===== src/rtl/kld_pkg.sv =====
`timescale 1ns / 1ps
// ----------------------------------------------------------------------------
// kld_pkg: shared types and constants for the histogram KL divergence block
// Holds the fixed field widths, the accumulator limits, the ln(2) constant
// and the result type of the mantissa normalizer.
// ----------------------------------------------------------------------------
package kld_pkg;

    localparam int P_W    = 25;  // bin value width, unsigned Q1.24 below 2.0
    localparam int T_W    = 24;  // threshold width and fraction bits of the sum
    localparam int SUM_W  = 48;  // signed Q24.24 accumulator
    localparam int MANT_W = 31;  // normalized mantissa, Q1.30
    localparam int EXP_W  = 5;   // leading-one position of a bin value
    localparam int MAG_W  = 30;  // magnitude of one bin's term
    localparam int MUL_W  = 32;  // operand width of the shared multiplier

    // floor(ln(2) * 2^32)
    localparam logic [31:0] LN2_Q32 = 32'd2977044471;

    localparam logic [SUM_W-1:0] SUM_MAX = {1'b0, {(SUM_W-1){1'b1}}};
    localparam logic [SUM_W-1:0] SUM_MIN = {1'b1, {(SUM_W-1){1'b0}}};

    localparam logic [T_W-1:0] THR_RESET = 24'd16;

    typedef struct packed {
        logic [MANT_W-1:0] mant;
        logic [EXP_W-1:0]  expo;
    } t_norm;

endpackage


===== src/rtl/kld_norm.sv =====
`timescale 1ns / 1ps
// ----------------------------------------------------------------------------
// kld_norm: leading-one normalizer
// Finds the leading one of a nonzero bin value and left-aligns the value so
// that it becomes a Q1.30 mantissa in [1.0, 2.0).
// ----------------------------------------------------------------------------
module kld_norm
    import kld_pkg::*;
(
    input  logic [P_W-1:0] i_x,
    output t_norm          o_norm
);

    logic [EXP_W-1:0] expo;

    always_comb begin
        expo = '0;
        for (int i = 0; i < P_W; i++) begin
            if (i_x[i]) begin
                expo = EXP_W'(i);
            end
        end
    end

    assign o_norm.expo = expo;
    assign o_norm.mant = {{(MANT_W-P_W){1'b0}}, i_x} << (EXP_W'(MANT_W-1) - expo);

endmodule


===== src/rtl/kld_mul.sv =====
`timescale 1ns / 1ps
// ----------------------------------------------------------------------------
// kld_mul: shared unsigned multiplier
// One 32 x 32 bit product per cycle, used in turn for the mantissa squaring
// of the logarithm, the ln(2) scaling and the final weighting by p.
// ----------------------------------------------------------------------------
module kld_mul
    import kld_pkg::*;
(
    input  logic [MUL_W-1:0]   i_a,
    input  logic [MUL_W-1:0]   i_b,
    output logic [2*MUL_W-1:0] o_p
);

    assign o_p = 64'(i_a) * 64'(i_b);

endmodule


===== src/rtl/histogram_kl_divergence_top.sv =====
`timescale 1ns / 1ps
// ----------------------------------------------------------------------------
// histogram_kl_divergence_top: discrete Kullback-Leibler divergence
// Accumulates p*ln(p/q) over histogram bin pairs and reports the sum on the
// bin marked last.
// ----------------------------------------------------------------------------
// Usage:
// Each input beat carries one bin pair, p and q, as unsigned Q1.24 values,
// plus a flag that marks the final bin. The input beat is taken when i_valid
// is high and o_stall is low. A bin whose p and q both sit at or below the
// skip threshold, or whose p is zero, adds nothing. A counted bin with q
// zero sets the sticky infinity flag without any multiply.
// Any other counted bin runs through the shared multiplier: FRAC_BITS
// squaring steps for log2(p), FRAC_BITS for log2(q), a step to form the
// difference, three multiplies and one accumulate, and o_stall stays high
// until the accumulate is done; the squaring loop of the logarithm is most
// of that work. On the last bin the emit state moves the sum into the
// output register, which shows it with o_valid until the receiver takes
// it with i_stall low. While the receiver stalls, the next histogram still
// runs; only a further last bin waits until the output register is free.
// Reset sets the skip threshold to 16 (Q0.24), clears the sum and the
// infinity flag and empties the output register. The user must write the
// threshold with i_cfg_we only while idle; the block does not enforce it.
// ----------------------------------------------------------------------------
module histogram_kl_divergence_top
    import kld_pkg::*;
#(
    parameter int FRAC_BITS = 24
) (
    input  logic                    i_clk,
    input  logic                    i_rst_n,
    // configuration
    input  logic                    i_cfg_we,
    input  logic [T_W-1:0]          i_cfg_data,
    // input channel
    input  logic                    i_valid,
    output logic                    o_stall,
    input  logic [P_W-1:0]          i_prob_a,
    input  logic [P_W-1:0]          i_prob_b,
    input  logic                    i_last_bin,
    // output channel
    output logic                    o_valid,
    input  logic                    i_stall,
    output logic signed [SUM_W-1:0] o_divergence,
    output logic                    o_infinite
);

    // Log values carry a signed integer part in [-24, 0] above FRAC_BITS
    // fraction bits; their difference stays below 25 in magnitude.
    localparam int LOG_W = FRAC_BITS + 6;
    localparam int M_W   = FRAC_BITS + 5;
    localparam int CNT_W = $clog2(FRAC_BITS);
    localparam int SH_R  = (FRAC_BITS >= T_W) ? FRAC_BITS - T_W : 0;
    localparam int SH_L  = (FRAC_BITS < T_W) ? T_W - FRAC_BITS : 0;
    localparam logic [MUL_W-1:0] C_LN2 = MUL_W'(LN2_Q32 >> (32 - FRAC_BITS));
    localparam logic [CNT_W-1:0] CNT_LAST = CNT_W'(FRAC_BITS - 1);

    typedef enum logic [3:0] {
        S_IDLE,
        S_LOGP,
        S_LOGQ,
        S_DIFF,
        S_MUL_I,
        S_MUL_F,
        S_MUL_P,
        S_ACC,
        S_EMIT
    } t_state;

    t_state                r_state;
    logic [T_W-1:0]        r_thr;
    logic [P_W-1:0]        r_p;
    logic [P_W-1:0]        r_q;
    logic                  r_last;
    logic [MANT_W-1:0]     r_y;
    logic [EXP_W-1:0]      r_e;
    logic [FRAC_BITS-1:0]  r_frac;
    logic [CNT_W-1:0]      r_cnt;
    logic [LOG_W-1:0]      r_lp;
    logic                  r_neg;
    logic [M_W-1:0]        r_m;
    logic [M_W-1:0]        r_l;
    logic [MAG_W-1:0]      r_mag;
    logic [SUM_W-1:0]      r_sum;
    logic                  r_inf;
    logic                  r_out_valid;
    logic [SUM_W-1:0]      r_out_div;
    logic                  r_out_inf;

    logic                  counted;
    logic [P_W-1:0]        norm_x;
    t_norm                 norm;
    logic [MUL_W-1:0]      mul_a;
    logic [MUL_W-1:0]      mul_b;
    logic [2*MUL_W-1:0]    mul_p;
    logic [MUL_W-1:0]      sq_t;
    logic                  sq_bit;
    logic [MANT_W-1:0]     n_y;
    logic [FRAC_BITS-1:0]  n_frac;
    logic [LOG_W-1:0]      n_lp;
    logic [LOG_W-1:0]      lq;
    logic [LOG_W:0]        diff;
    logic [LOG_W:0]        diff_abs;
    logic [63:0]           l_ext;
    logic [SUM_W:0]        acc_sum;
    logic [SUM_W:0]        term;
    logic [SUM_W-1:0]      n_sum;

    // A bin counts when either value is above the threshold; zero p adds nothing.
    assign counted = ((i_prob_a > {1'b0, r_thr}) || (i_prob_b > {1'b0, r_thr}))
                     && (i_prob_a != '0);

    // The normalizer sees p at accept time and q when the first log is done.
    assign norm_x = (r_state == S_IDLE) ? i_prob_a : r_q;

    kld_norm u_norm (
        .i_x    (norm_x),
        .o_norm (norm)
    );

    // Operand selection for the shared multiplier.
    always_comb begin
        unique case (r_state)
            S_LOGP, S_LOGQ: begin
                mul_a = MUL_W'(r_y);
                mul_b = MUL_W'(r_y);
            end
            S_MUL_I: begin
                mul_a = MUL_W'(r_m[FRAC_BITS +: 5]);
                mul_b = C_LN2;
            end
            S_MUL_F: begin
                mul_a = MUL_W'(r_m[FRAC_BITS-1:0]);
                mul_b = C_LN2;
            end
            S_MUL_P: begin
                mul_a = MUL_W'(r_p);
                mul_b = l_ext[MUL_W-1:0];
            end
            default: begin
                mul_a = '0;
                mul_b = '0;
            end
        endcase
    end

    kld_mul u_mul (
        .i_a (mul_a),
        .i_b (mul_b),
        .o_p (mul_p)
    );

    // One bit of the logarithm per squaring: a square at or above 2.0
    // yields a one and is halved back into [1.0, 2.0).
    assign sq_t   = mul_p[2*MANT_W-1 -: MUL_W];
    assign sq_bit = sq_t[MUL_W-1];
    assign n_y    = sq_bit ? sq_t[MUL_W-1:1] : sq_t[MANT_W-1:0];
    assign n_frac = {r_frac[FRAC_BITS-2:0], sq_bit};

    assign n_lp = {6'({1'b0, r_e}) - 6'(T_W), n_frac};
    assign lq   = {6'({1'b0, r_e}) - 6'(T_W), r_frac};

    assign diff     = {r_lp[LOG_W-1], r_lp} - {lq[LOG_W-1], lq};
    assign diff_abs = diff[LOG_W] ? (~diff + 1'b1) : diff;

    // Scaled natural log brought to 24 fraction bits.
    assign l_ext = (64'(r_l) >> SH_R) << SH_L;

    // Saturating accumulate of the signed term.
    assign term    = r_neg ? (~(SUM_W+1)'(r_mag) + 1'b1) : (SUM_W+1)'(r_mag);
    assign acc_sum = {r_sum[SUM_W-1], r_sum} + term;

    always_comb begin
        if (acc_sum[SUM_W] != acc_sum[SUM_W-1]) begin
            n_sum = acc_sum[SUM_W] ? SUM_MIN : SUM_MAX;
        end else begin
            n_sum = acc_sum[SUM_W-1:0];
        end
    end

    always_ff @(posedge i_clk) begin
        if (!i_rst_n) begin
            r_state     <= S_IDLE;
            r_thr       <= THR_RESET;
            r_sum       <= '0;
            r_inf       <= 1'b0;
            r_out_valid <= 1'b0;
            r_cnt       <= '0;
        end else begin
            if (i_cfg_we) begin
                r_thr <= i_cfg_data;
            end
            // The emit state reloads the output register on its own.
            if (r_out_valid && !i_stall && (r_state != S_EMIT)) begin
                r_out_valid <= 1'b0;
            end
            unique case (r_state)
                S_IDLE: begin
                    if (i_valid) begin
                        r_p    <= i_prob_a;
                        r_q    <= i_prob_b;
                        r_last <= i_last_bin;
                        r_y    <= norm.mant;
                        r_e    <= norm.expo;
                        r_cnt  <= '0;
                        if (counted && (i_prob_b != '0)) begin
                            r_state <= S_LOGP;
                        end else begin
                            if (counted) begin
                                r_inf <= 1'b1;
                            end
                            if (i_last_bin) begin
                                r_state <= S_EMIT;
                            end
                        end
                    end
                end
                S_LOGP: begin
                    r_frac <= n_frac;
                    if (r_cnt == CNT_LAST) begin
                        r_lp    <= n_lp;
                        r_y     <= norm.mant;
                        r_e     <= norm.expo;
                        r_cnt   <= '0;
                        r_state <= S_LOGQ;
                    end else begin
                        r_y   <= n_y;
                        r_cnt <= r_cnt + 1'b1;
                    end
                end
                S_LOGQ: begin
                    r_y    <= n_y;
                    r_frac <= n_frac;
                    if (r_cnt == CNT_LAST) begin
                        r_cnt   <= '0;
                        r_state <= S_DIFF;
                    end else begin
                        r_cnt <= r_cnt + 1'b1;
                    end
                end
                S_DIFF: begin
                    r_neg   <= diff[LOG_W];
                    r_m     <= diff_abs[M_W-1:0];
                    r_state <= S_MUL_I;
                end
                S_MUL_I: begin
                    r_l     <= mul_p[M_W-1:0];
                    r_state <= S_MUL_F;
                end
                S_MUL_F: begin
                    r_l     <= r_l + M_W'(mul_p >> FRAC_BITS);
                    r_state <= S_MUL_P;
                end
                S_MUL_P: begin
                    r_mag   <= mul_p[T_W +: MAG_W];
                    r_state <= S_ACC;
                end
                S_ACC: begin
                    r_sum   <= n_sum;
                    r_state <= r_last ? S_EMIT : S_IDLE;
                end
                S_EMIT: begin
                    if (!r_out_valid || !i_stall) begin
                        r_out_valid <= 1'b1;
                        r_out_div   <= r_inf ? SUM_MAX : r_sum;
                        r_out_inf   <= r_inf;
                        r_sum       <= '0;
                        r_inf       <= 1'b0;
                        r_state     <= S_IDLE;
                    end
                end
                default: begin
                    r_state <= S_IDLE;
                end
            endcase
        end
    end

    assign o_stall      = (r_state != S_IDLE);
    assign o_valid      = r_out_valid;
    assign o_divergence = $signed(r_out_div);
    assign o_infinite   = r_out_inf;

    // The mantissa stays normalized to [1.0, 2.0) through every squaring step.
    a_mant_norm: assert property (@(posedge i_clk) disable iff (!i_rst_n)
        (r_state == S_LOGP || r_state == S_LOGQ) |-> r_y[MANT_W-1])
        else $error("mantissa left the range [1.0, 2.0)");

    // An infinite result always reports the positive limit.
    a_inf_max: assert property (@(posedge i_clk) disable iff (!i_rst_n)
        (o_valid && o_infinite) |-> (r_out_div == SUM_MAX))
        else $error("infinite result without saturated divergence");

    // Handing a result to the output register clears the histogram state.
    a_emit_clear: assert property (@(posedge i_clk) disable iff (!i_rst_n)
        (r_state == S_EMIT && (!r_out_valid || !i_stall))
        |=> (r_sum == '0 && !r_inf && o_valid && !o_stall))
        else $error("state not cleared after a result");

    // A bin that needs no arithmetic and is not last leaves the block ready.
    a_skip_fast: assert property (@(posedge i_clk) disable iff (!i_rst_n)
        (i_valid && !o_stall && !i_last_bin && !(counted && (i_prob_b != '0)))
        |=> !o_stall)
        else $error("skipped bin held the input channel");

endmodule


===== config.mk =====
export PLATFORM = sky130hd
export DESIGN_NAME = histogram_kl_divergence_top
export DESIGN_NICKNAME = d
export VERILOG_FILES = /design/src/rtl/kld_pkg.sv /design/src/rtl/kld_norm.sv /design/src/rtl/kld_mul.sv /design/src/rtl/histogram_kl_divergence_top.sv
export SDC_FILE = /design/constraint.sdc
export NUM_CORES = 2
export LEC_CHECK = 0
export ABC_CLOCK_PERIOD_IN_PS = 14100
export BUFFER_PORTS_ARGS = -buffer_cell sky130_fd_sc_hd__buf_2
export CAP_MARGIN = 20
export CORE_UTILIZATION = 60
export DETAILED_ROUTE_END_ITERATION = 7
export GPL_ROUTABILITY_DRIVEN = 0
export GPL_TIMING_DRIVEN = 0
export HOLD_SLACK_MARGIN = 0.08
export PLACE_DENSITY = 0.77
export SLEW_MARGIN = 20
export SYNTH_ARGS = -nofsm -noshare
export SYNTH_HDL_FRONTEND = slang
export SYNTH_HIERARCHICAL = 1
export SYNTH_SLANG_ARGS = --single-unit

===== constraint.sdc =====
create_clock -name i_clk -period 14.1 [get_ports i_clk]
set_input_delay 0.705 -clock i_clk [delete_from_list [all_inputs] [get_ports i_clk]]
set_output_delay 0.705 -clock i_clk [all_outputs]
set_load 0.02 [all_outputs]

==> flow_metrics.env <==
export IMPL_wl_met1_microns=67900
export IMPL_vias=48626
export IMPL_period_minus_slack_ps=14040
export IMPL_drv_cap=0
export IMPL_worstPathArrival_ps=14330
export IMPL_hold_depth=1
export IMPL_die_y_microns=311
export IMPL_grt_pass1_wl_microns=290000
export IMPL_max_slew_margin_pct=19.0
export IMPL_setup_violations=0
export IMPL_grt_overflow=0
export IMPL_crit_path_end_kind="flop"
export IMPL_route_detailed_drc=1
export IMPL_rows=113
export IMPL_clk_latency_ps=570
export IMPL_dr_pass1_iters=8
export IMPL_drive_gt1_share_pct=6.21
export IMPL_r2r_start="r_state[1]"
export IMPL_cts_htree_levels=2
export IMPL_ys_warnings_count=6
export IMPL_tightest_slew_ps=1210
export IMPL_synth_area_per_cell_sq_um=9.24
export IMPL_cts_buffers=35
export IMPL_crit_top_cell="fa_1"
export IMPL_core_area_sq_um=94900
export IMPL_ios=131
export IMPL_holdPathEnd="r_last"
export IMPL_min_period_over_period_pct=99.6
export IMPL_crit_path_max_incr_delay_ps=920
export IMPL_via_per_inst=6.31
export IMPL_grt_max_degree=37
export IMPL_cts_sinks=362
export IMPL_cts_root_buf="clkbuf_16"
export IMPL_r2r_end="r_l[27]"
export IMPL_top_layer="met5"
export IMPL_skew_ps=35.6
export IMPL_grt_antenna_before_repair=18
export IMPL_grt_usage_pct=40.2
export IMPL_die_x_microns=311
export IMPL_initial_core_util_pct=60.4
export IMPL_synth_area_sq_um=57300
export IMPL_grt_pass1_vias=47834
export IMPL_cts_buffer_depth=3
export IMPL_r2r_worst_path_cells=43
export IMPL_clk_transition_reported_paths_ps=70
export IMPL_ant_nets=0
export IMPL_place_hpwl_microns=156000
export IMPL_path_class="reg -> reg"
export IMPL_hold_class="in -> reg"
export IMPL_crit_slowest_cell="a222oi_1"
export IMPL_fin_nets=7790
export IMPL_wl_per_cell_microns=25.2
export IMPL_wl_met3_microns=30100
export IMPL_drv_slew=0
export IMPL_hold_viol_final=0
export IMPL_routed_wl_met2_microns=79600
export IMPL_numPortBuffers=129
export IMPL_syn_inst=6203
export IMPL_hold_start="i_last_bin"
export IMPL_cp_required_ps=14400
export IMPL_final_common_cell="inv_1"
export IMPL_mostFrequentLayoutCells="inv_1 (984), fa_1 (898), nand2_1 (757)"
export IMPL_synthToLayoutAreaGrowth_pct=6.53
export IMPL_tritoncts="done"
export IMPL_failed_checks="DRC"
export IMPL_startpoint_type="flop"
export IMPL_r2r_slack_ps=60
export IMPL_status="complete, but fails checks"
export IMPL_max_freq_mhz=71.2
export IMPL_die_area_sq_um=96800
export IMPL_routed_wl_microns=194000
export IMPL_cts_setup_buffers=0
export IMPL_hold_slack_ps=366
export IMPL_first_iter_violations=6160
export IMPL_crit_fanout=10
[how the worst max path moves through the flow]
stage,startpoint,cells after the start,endpoint
2_1_floorplan,r_state[2],40,r_l[22]
3_3_place_gp,r_state[2],44,r_l[27]
3_5_place_dp,r_state[2],44,r_l[27]
4_1_cts,r_state[2],44,r_l[27]
5_1_grt,r_state[2],42,r_l[27]
6_report,r_state[1],43,r_l[27]
[through the flow]
step	setup WS, ps	cell area (sq um)	setup TNS, ps	utilization, %	cells
floorplan	3790	57400	0	-	6211
global placement	730	59600	0	62.8	7605
detailed placement	449	59800	0	63.0	7618
CTS	375	61000	0	64.3	7682
global route	-13.7	61100	-13.7	64.4	7688
finish	63.4	61100	0	64.4	7703
[area by class of cell]
cell class	count	area (sq um)
tap	1265	1580
sequential	362	10000
buffer	325	1310
clock inverter	22	236
inverter	986	3700
fill	7631	33800
timing repair buffer	147	840
antenna	16	40.0
clock buffer	42	922
multi-input combinational	4538	42400
[repair_timing]
item	CTS	global route
resized for setup	0	9
hold buffers	0	0
endpoints found under the setup margin	0	9
[per-layer routing]
layer / vias to the layer above / GRT usage [%]
li1: 20363 / -
met1: 23655 / 50.5
met2: 3573 / 57.1
met3: 1015 / 17.2
met4: 20 / 25.3
met5: - / 0
[registers in the layout (all words and copies together) (netlist names), 4 cells and up]
signal and count:
r_m 29, o_divergence 48, r_state 4, r_sum 48
r_q 25, r_e 5, r_p 25, r_frac 24
r_y 31, r_thr 24, r_lp 30, r_mag 30
r_l 29, r_cnt 5
[worst max-delay path, delay by kind of cell (launching register included)]
family / cells / cell delay, ps
adders and majority gates: 10 / 4680
AOI/OAI and AO/OA: 12 / 3860
buffers and inverters: 10 / 2240
and+or+nand+nor: 9 / 1880
xor gates and xnor gates: 2 / 770
DFF: 1 / 320
Power is not shown: default switching activity piles up to over one toggle a cycle in this logic, so the estimate is an artifact.
